File: src/rtl/semsvf_pkg.sv
package semsvf_pkg;

  // default sample width
  localparam int SAMPLE_BITS_DEF = 24;

  // register widths and configuration port
  localparam int ALPHA_W    = 25;
  localparam int GAIN_W     = 24;
  localparam int DSUM_W     = 24;
  localparam int MIX_W      = 17;
  localparam int MODE_W     = 3;
  localparam int CFG_DATA_W = 25;
  localparam int CFG_IDX_W  = 3;

  // register indexes
  localparam logic [CFG_IDX_W-1:0] REG_ALPHA_ZERO      = 3'd0;
  localparam logic [CFG_IDX_W-1:0] REG_INTEGRATOR_GAIN = 3'd1;
  localparam logic [CFG_IDX_W-1:0] REG_DAMPING_SUM     = 3'd2;
  localparam logic [CFG_IDX_W-1:0] REG_BLEND_MIX       = 3'd3;
  localparam logic [CFG_IDX_W-1:0] REG_RESPONSE_MODE   = 3'd4;

  // response modes, anything above band-stop is bypass
  localparam logic [MODE_W-1:0] MODE_LOWPASS  = 3'd0;
  localparam logic [MODE_W-1:0] MODE_HIGHPASS = 3'd1;
  localparam logic [MODE_W-1:0] MODE_BANDPASS = 3'd2;
  localparam logic [MODE_W-1:0] MODE_BANDSTOP = 3'd3;

  // register reset values
  localparam logic [ALPHA_W-1:0] ALPHA_RST = 25'd16777216;
  localparam logic [GAIN_W-1:0]  GAIN_RST  = 24'd1048576;
  localparam logic [DSUM_W-1:0]  DSUM_RST  = 24'd1048576;
  localparam logic [MIX_W-1:0]   MIX_RST   = 17'd32768;
  localparam logic [MIX_W-1:0]   MIX_ONE   = 17'd65536;

  // datapath widths
  localparam int ST_W   = 32;  // integrator states and filter taps
  localparam int D_W    = 38;  // loop difference
  localparam int DLO_W  = 19;  // low split of the difference
  localparam int GP_W   = 37;  // rounded g*v products
  localparam int COEF_W = 25;
  localparam int OPND_W = 33;
  localparam int PROD_W = 59;
  localparam int ACC_W  = 64;

  typedef struct packed {
    logic [ALPHA_W-1:0] alpha;
    logic [GAIN_W-1:0]  gain;
    logic [DSUM_W-1:0]  dsum;
    logic [MIX_W-1:0]   mix;
    logic [MODE_W-1:0]  mode;
  } cfg_t;

  // microcode fields
  typedef enum logic [2:0] {
    COEF_NONE, COEF_DSUM, COEF_ALPHA, COEF_GAIN, COEF_MIX, COEF_NMIX
  } coef_sel_t;

  typedef enum logic [2:0] {
    OPND_S1, OPND_DLO, OPND_DHI, OPND_HPF, OPND_BPF, OPND_LPF
  } opnd_sel_t;

  typedef enum logic [3:0] {
    ALU_NOP, ALU_DIFF, ALU_ALO, ALU_HPF, ALU_BPF, ALU_S1, ALU_LPF, ALU_S2,
    ALU_BACC, ALU_OUT_BLEND, ALU_OUT_SEL
  } alu_op_t;

  typedef enum logic [1:0] {
    JMP_NONE, JMP_BYPASS, JMP_SIMPLE
  } jump_t;

  typedef logic [3:0] step_t;

  localparam step_t STEP_MUL_D   = 4'd0;
  localparam step_t STEP_DIFF    = 4'd1;
  localparam step_t STEP_MUL_ALO = 4'd2;
  localparam step_t STEP_MUL_AHI = 4'd3;
  localparam step_t STEP_HPF     = 4'd4;
  localparam step_t STEP_MUL_GH  = 4'd5;
  localparam step_t STEP_BPF     = 4'd6;
  localparam step_t STEP_MUL_GB  = 4'd7;
  localparam step_t STEP_LPF     = 4'd8;
  localparam step_t STEP_S2      = 4'd9;
  localparam step_t STEP_BACC    = 4'd10;
  localparam step_t STEP_BLEND   = 4'd11;
  localparam step_t STEP_FIN     = 4'd12;

  typedef struct packed {
    coef_sel_t coef;
    opnd_sel_t opnd;
    alu_op_t   alu;
    jump_t     jmp;
    step_t     target;
    logic      last;
  } ctrl_t;

  // jump conditions from the response mode
  typedef struct packed {
    logic bypass;
    logic simple;
  } seq_flag_t;

  // sequencer status toward the handshake logic
  typedef struct packed {
    logic busy;
    logic emit;
  } seq_stat_t;

  localparam ctrl_t CTRL_NOP = '{COEF_NONE, OPND_S1, ALU_NOP, JMP_NONE, STEP_MUL_D, 1'b0};

  // control store
  function automatic ctrl_t ucode(input step_t s);
    ctrl_t c;
    c = CTRL_NOP;
    case (s)
      STEP_MUL_D: begin
        c.coef = COEF_DSUM; c.opnd = OPND_S1;
        c.jmp = JMP_BYPASS; c.target = STEP_FIN;
      end
      STEP_DIFF:    c.alu = ALU_DIFF;
      STEP_MUL_ALO: begin
        c.coef = COEF_ALPHA; c.opnd = OPND_DLO;
      end
      STEP_MUL_AHI: begin
        c.coef = COEF_ALPHA; c.opnd = OPND_DHI; c.alu = ALU_ALO;
      end
      STEP_HPF:     c.alu = ALU_HPF;
      STEP_MUL_GH: begin
        c.coef = COEF_GAIN; c.opnd = OPND_HPF;
      end
      STEP_BPF:     c.alu = ALU_BPF;
      STEP_MUL_GB: begin
        c.coef = COEF_GAIN; c.opnd = OPND_BPF; c.alu = ALU_S1;
      end
      STEP_LPF:     c.alu = ALU_LPF;
      STEP_S2: begin
        c.coef = COEF_MIX; c.opnd = OPND_HPF; c.alu = ALU_S2;
        c.jmp = JMP_SIMPLE; c.target = STEP_FIN;
      end
      STEP_BACC: begin
        c.coef = COEF_NMIX; c.opnd = OPND_LPF; c.alu = ALU_BACC;
      end
      STEP_BLEND: begin
        c.alu = ALU_OUT_BLEND; c.last = 1'b1;
      end
      STEP_FIN: begin
        c.alu = ALU_OUT_SEL; c.last = 1'b1;
      end
      default: c = CTRL_NOP;
    endcase
    return c;
  endfunction

endpackage

File: src/rtl/semsvf_seq.sv
module semsvf_seq import semsvf_pkg::*; (
  input  logic      clk,
  input  logic      rst_n,
  input  logic      start,
  input  logic      out_hold,
  input  seq_flag_t flags,
  output ctrl_t     ctrl,
  output seq_stat_t stat
);

  typedef enum logic {SQ_IDLE, SQ_RUN} seq_state_t;

  seq_state_t state_r, state_nxt;
  step_t      step_r, step_nxt;
  ctrl_t      word;
  logic       take_jump;

  // control word of the current step
  assign word = ucode(step_r);
  assign ctrl = (state_r == SQ_RUN) ? word : CTRL_NOP;

  assign take_jump = ((word.jmp == JMP_BYPASS) && flags.bypass) ||
                     ((word.jmp == JMP_SIMPLE) && flags.simple);

  assign stat.busy = (state_r == SQ_RUN);
  assign stat.emit = (state_r == SQ_RUN) && word.last && !out_hold;

  // step counter and jumps
  always_comb begin
    state_nxt = state_r;
    step_nxt  = step_r;
    case (state_r)
      SQ_IDLE: begin
        if (start) begin
          state_nxt = SQ_RUN;
          step_nxt  = STEP_MUL_D;
        end
      end
      SQ_RUN: begin
        if (word.last) begin
          if (!out_hold) begin
            state_nxt = SQ_IDLE;
            step_nxt  = STEP_MUL_D;
          end
        end else if (take_jump) begin
          step_nxt = word.target;
        end else begin
          step_nxt = step_r + step_t'(1);
        end
      end
      default: state_nxt = SQ_IDLE;
    endcase
  end

  always_ff @(posedge clk) begin
    if (!rst_n) begin
      state_r <= SQ_IDLE;
      step_r  <= STEP_MUL_D;
    end else begin
      state_r <= state_nxt;
      step_r  <= step_nxt;
    end
  end

endmodule

File: config.mk
export PLATFORM = sky130hd
export DESIGN_NAME = semsvf_seq
export DESIGN_NICKNAME = d
export VERILOG_FILES = /design/src/rtl/semsvf_pkg.sv /design/src/rtl/semsvf_seq.sv
export SDC_FILE = /design/constraint.sdc
export NUM_CORES = 1
export LEC_CHECK = 0
export BUFFER_PORTS_ARGS = -buffer_cell sky130_fd_sc_hd__buf_4
export CAP_MARGIN = 5
export CORE_MARGIN = 3
export CORE_UTILIZATION = 36
export DETAILED_ROUTE_END_ITERATION = 6
export PLACE_DENSITY_LB_ADDON = 0.25
export SETUP_SLACK_MARGIN = 0.15
export SLEW_MARGIN = 20
export SYNTH_ARGS = -nofsm -noshare
export SYNTH_HDL_FRONTEND = slang
export SYNTH_SLANG_ARGS = --single-unit
export TNS_END_PERCENT = 50
File: constraint.sdc
create_clock -name clk -period 3.1 [get_ports clk]
set_input_delay 0.93 -clock clk [delete_from_list [all_inputs] [get_ports clk]]
set_output_delay 0.93 -clock clk [all_outputs]
set_load 0.01 [all_outputs]
==> results.cfg, run 1 <==
[synthesis]
yosys_warnings = 0
netlist_area_um2 = 744.5
synth-edff-count = 0
syn_avg_cell_area_um2 = 7.090
synth.distinct_cells = 43
synth_flop_cell = dfxtp_1
yosysSeqAreaShare_pct = 13.45
synthCells = 105
synthTopCellsByArea = dfxtp_1 (13%), ha_1 (8.4%), buf_4 (7.1%), a21oi_1 (6.1%), nor2_1 (5.5%)
ys_ff_latch = 5
netlist.area_leader.share_pct = 13.45
async_reset_ff_share_pct = 0
yosysTopAreaCell = dfxtp_1

[worst_setup_path]
crit_fanout = 7
critical_path_required_ps = 2170
critical_path_arrival_ps = 1920
timing.rr.end = step_r[2]$_SDFFE_PN0P_
reg2reg_depth = 6
crit_family = compound AO/OA/AOI/OAI gates
critPathLaunchType = register
critPathCaptureType = primary output
r2r_start = step_r[0]$_SDFFE_PN0P_
max_stage_delay_ps = 350
cp_cell_sequence = inv_1, ha_1, nor2_1, nand2_1, o2111ai_1, a221oi_1, buf_4
crit_type = register to primary output
regToRegSetupSlack_ps = 1360
worst-path-buf-inv = 2
crit_path_top_delay_cell = dfxtp_1

[global_route]
grt_pass1_vias = 744
antenna_found_initial = 0
grt_pass1_wl_mm = 3.146
grt.overflow.total = 0
grt_max_degree = 17
track_usage_pct = 15.21

[final_layout]
final_cell_mix = buf_4 (27), nor2_1 (11), nand2_1 (9), a21oi_1 (9), inv_1 (7)
drive_above_1_share_pct = 29.37
final_common_cell = buf_4
nets = 138
antennaDiodeCount = 0
area_growth_pct = 26.72
final_area_um2 = 943.4
instances_no_fill = 151

[min_path]
whs_endpoint = step_r[1]$_SDFFE_PN0P_
hold_path_depth = 2
min-delay-start = step_r[1]$_SDFFE_PN0P_
hp-class = register to register

[cts]
cts_made_buffers = 3
holdBufCountCts = 0
cts_resized = 0
cts_setup_buffers = 0
clk_pin_slew_ps = 40
cts_root_buf = clkbuf_4
clock_sink_count = 5
cts_tree = built
clk_latency_ps = 240
htree_levels = 1
clock_path_buffers = 2

[timing]
fin_skew_ps = 3.945
final.period_utilization_pct = 91.98
fmax_mhz = 350.7
rsz0062_at_grt = true
finalSetupTns_ps = 0
finalHoldViolCount = 0
setup_slack_ps = 248.5
tightest_slew_ps = 581.7
fin_crit_ps = 2851
setup_violations = 0
maxSlewHeadroom_pct = 61.16
slew_violations = 0

[floorplanning]
fp.dieArea_um2 = 2650
die_y_um = 51.48
ios = 25
core_area_um2 = 1839
die_w_um = 51.48
fp-row-count = 15
start_util_pct = 40.48

[place]
pre_cts_ws_ps = 510.8
placed_cells = 147
routabilityCongestion = 0.8427
hpwlAfterDp_mm = 1.457
placed_area_um2 = 912.1
port_buffers = 22

[power_and_ir_drop]
ir_worst_vdd_mv = 0.2826
p_per_area_nw_per_um2 = 266.5
pwr-share-comb_pct = 39.8
p_int_mw = 0.1635
power_switching_share_pct = 34.98
fin_total_pwr_mw = 0.2514
p_seq_share_pct = 30.2
clkPwrFrac_pct = 30.0
p_leak_nw = 0.4019
p_sw_mw = 0.08795

[route]
vias_per_cell = 5.331
drt-total-wl_mm = 1.890
drc = 0
final_antenna_net_count = 0
wl_per_cell_um = 12.52
first_iter_violations = 27
num_vias = 805
firstDrtPassIters = 4

[run_status]
status = completed

[flow_run]
cap_violations = 0
-- state kept, by name, summed over array words and instances (netlist names) --
signal and flops:
state_r 1, step_r 4
-- how the worst max path moves through the flow --
stage / start / endpoint / slack (ps) / cells past startpoint
CTS: step_r[0]$_SDFFE_PN0P_ / ctrl[8] / 250 / 6
floorplan: step_r[0]$_SDFFE_PN0P_ / ctrl[6] / 600 / 6
global route: step_r[0]$_SDFFE_PN0P_ / ctrl[8] / 60 / 7
finish: step_r[0]$_SDFFE_PN0P_ / ctrl[8] / 250 / 7
global placement: step_r[0]$_SDFFE_PN0P_ / ctrl[8] / 560 / 6
detailed placement: step_r[0]$_SDFFE_PN0P_ / ctrl[8] / 510 / 6
-- kinds of logic (layout without fill, tap and decap cells) --
kind of cell             Yosys count  count (layout)  synth area share, %
adder cells (fa/ha/maj)            5               5                8.403
other                              1               2               0.5037
AND/OR/NAND/NOR                   39              39                26.05
flip-flops                         5               5                13.45
multiplexers                       3               3                4.705
buffers and inverters             18              38                12.94
AO/OA/AOI/OAI                     34              34                33.95
-- metal layers --
| layer | up-vias | GRT usage, % | wire length (um) |
|---|---|---|---|
| li1 | 416 | - | - |
| met1 | 367 | 19.96 | 875 |
| met2 | 22 | 25.42 | 945 |
| met3 | 0 | 3.499 | 68 |
| met4 | 0 | 2.620 | 0 |
| met5 | - | 0 | 0 |
-- worst min-delay path, delay by kind of cell (launching register included) --
kind,cells,cell delay [ps]
flip-flops,1,340
AND/OR/NAND/NOR,1,70
AO/OA/AOI/OAI,1,50
-- synth_stat cells (2+ instances only) --
cell type and n:
ha_1 5, o21ai_0 4, nand2b_1 2, buf_4 7, o21a_1 2, mux2i_1 2
buf_2 2, nand2_1 9, nor2_1 11, o211ai_1 2, nand3_1 4, a21oi_1 9
a21boi_1 2, o21ai_1 2, and3_1 3, dfxtp_1 5, inv_1 7, nand4_1 2
-- power by group through the flow --
stage / Combinational [mW] / Sequential (mW) / Clock (mW)
3_3_place_gp: 0.0985 / 0.0767 / 0
5_1_grt: 0.111 / 0.0769 / 0.0851
4_1_cts: 0.0993 / 0.0759 / 0.0791
3_5_place_dp: 0.0988 / 0.0772 / 0
2_1_floorplan: 0.0744 / 0.0737 / 0
6_report: 0.100 / 0.0759 / 0.0754
-- through the flow --
stage | hold slack (ps) | utilization [%]
2_1_floorplan | 476.2 | -
5_1_grt | 556.5 | 51.29
4_1_cts | 523.7 | 51.02
3_3_place_gp | 496.0 | 49.59
6_report | 514.7 | 51.29
3_5_place_dp | 506.0 | 49.59
-- area by class of cell --
type / instances / area [um2]
clock buffers: 4 / 26.28
fillers: 200 / 895.9
inverters: 7 / 26.28
multi-input cells: 83 / 556.8
flip-flops and latches: 5 / 100.1
well taps: 25 / 31.28
repair buffers: 27 / 202.7
(Power assumes the default switching activity.)
==> inputs of run 2 (changes only) <==
Settings changed: CORE_MARGIN 3 to 8.
==> run 2 against run 1 <==
Effect of this change: non-clock buffer count is the same; power fell by 0.52%; register-to-register slack worse by 40 ps; first-iteration DRC count is 63% lower; fmax barely moved; flip-flop and latch count stayed put; design area unchanged; clock-buffer cell count stayed put; critical endpoint unchanged; largest power group unchanged; highest routed layer is now met4.
==> results.cfg, run 2 (synthesized netlist as in run 1, its figures left out) <==
[place]
routabilityCongestion = 0.8854
hpwlAfterDp_mm = 1.568
placed_area_um2 = 914.6
port_buffers = 22

[power_and_ir_drop]
p_int_mw = 0.1632
p_seq_share_pct = 31.4
p_per_area_nw_per_um2 = 265.1
p_leak_nw = 0.4048
power_switching_share_pct = 34.76
pwr-share-comb_pct = 38.7
ir_worst_vdd_mv = 0.2339
clkPwrFrac_pct = 29.9
p_sw_mw = 0.08693

[route]
vias_per_cell = 5.190
wl_per_cell_um = 12.90
num_vias = 794
final_antenna_net_count = 0
firstDrtPassIters = 4
drt-total-wl_mm = 1.974
first_iter_violations = 10
drc = 0

[final_layout]
antennaDiodeCount = 0
drive_above_1_share_pct = 28.57
regArea_um2 = 100.1
final_cell_mix = buf_4 (27), nor2_1 (11), nand2_1 (9), a21oi_1 (9), inv_1 (7)
n_fill_cell = 218
largest_reg_flops = 4
final_area_um2 = 943.4
final_common_cell = buf_4
area_growth_pct = 26.72
multi_input_area_um2 = 554.3
top_register = step_r
top_regs = step_r (4), state_r (1)
nets = 138

[worst_setup_path]
critical_path_arrival_ps = 1920
startpoint = step_r[0]$_SDFFE_PN0P_
critPathCaptureType = primary output
critical_path_required_ps = 2170
crit_path_top_delay_cell = dfxtp_1
crit_type = register to primary output
max_stage_delay_ps = 420
cp_cell_sequence = ha_1, or2b_1, a2bb2oi_1, o211ai_1, a221oi_1, buf_4
critPathLaunchType = register
crit_fanout = 6
r2r_start = step_r[0]$_SDFFE_PN0P_

[floorplanning]
fp.dieArea_um2 = 3779
core_area_um2 = 1962
fp-row-count = 16
start_util_pct = 37.95
ios = 25
die_y_um = 61.48
die_w_um = 61.48

[global_route]
grt_pass1_wl_mm = 3.187
grt.overflow.total = 0
grt_max_degree = 16
antenna_found_initial = 0
grt_pass1_vias = 757
track_usage_pct = 10.83

[cts]
clock_sink_count = 5
clk_latency_ps = 240
cts_tree = built
cts_root_buf = clkbuf_4
cts_made_buffers = 3
clk_pin_slew_ps = 40
htree_levels = 1
clock_path_buffers = 2

[timing]
finalHoldViolCount = 0
slew_violations = 0
finalSetupTns_ps = 0
final.period_utilization_pct = 92.01
setup_violations = 0
tightest_slew_ps = 523.1
maxSlewHeadroom_pct = 65.08
fin_skew_ps = 3.188
fin_crit_ps = 2852
rsz0062_at_grt = true
fmax_mhz = 350.6

[run_status]
status = completed

[flow_run]
cap_violations = 0

[min_path]
hp-class = register to register
min-delay-start = step_r[1]$_SDFFE_PN0P_
## run 2: cell counts in the layout (fill, tap and decap cells not counted)
Identical to the previous run, type by type.
## run 2: power by group through the flow
stage / combinational [mW] / clock (mW) / sequential (mW)
floorplan: 0.0744 / 0 / 0.0737
global placement: 0.0966 / 0 / 0.0792
detailed placement: 0.0965 / 0 / 0.0795
CTS: 0.0968 / 0.0772 / 0.0783
global route: 0.106 / 0.0801 / 0.0800
finish: 0.0969 / 0.0747 / 0.0786
## run 2: area by class of cell
| cell class | count | area share (%) |
|---|---|---|
| Clock buffer | 4 | 2.785 |
| Inverter | 7 | 2.785 |
| Multi-Input combinational cell | 83 | 58.75 |
| Sequential cell | 5 | 10.61 |
| Tap cell | 27 | 3.581 |
| Timing Repair Buffer | 27 | 21.49 |
## run 2: critical path, delay by kind of cell, from the launching register on
| family | cells | cell delay [ps] |
|---|---|---|
| fa+ha+maj | 1 | 310 |
| simple gates | 1 | 150 |
| flops | 1 | 420 |
| buf+inv | 1 | 180 |
| compound gates | 3 | 640 |
## run 2: layer usage
layer | up-vias | GRT usage [%] | share of wire, %
li1 | 420 | - | -
met1 | 355 | 12.57 | 46
met2 | 17 | 19.10 | 48
met3 | 2 | 2.714 | 5.8
met4 | 0 | 2.922 | 0.41
met5 | - | 0 | 0
## run 2: metrics by stage
stage	setup WS, ps	utilization [%]	power (mW)	hold slack, ps	std cells
3_3_place_gp	569.7	46.62	0.1757	503.1	149
2_1_floorplan	601.7	-	0.1481	476.2	106
4_1_cts	248.7	47.96	0.2523	525.3	153
3_5_place_dp	512.4	46.62	0.1760	519.4	149
6_report	247.7	48.09	0.2501	528.9	153
5_1_grt	140.2	48.09	0.2665	549.5	153
## run 2: final timing paths
kind,to,slack [ps],cells past startpoint
max,ctrl[8],250,6
min reg2reg,step_r[1]$_SDFFE_PN0P_,530,2
min,step_r[1]$_SDFFE_PN0P_,530,2
max reg2reg,step_r[2]$_SDFFE_PN0P_,1320,6
## run 2: timing repair
action / 4_1_cts / 5_1_grt
setup buffers: 0 / 0
resized for setup: 0 / 1
hold buffers: 0 / 0
setup endpoints to repair: 0 / 5
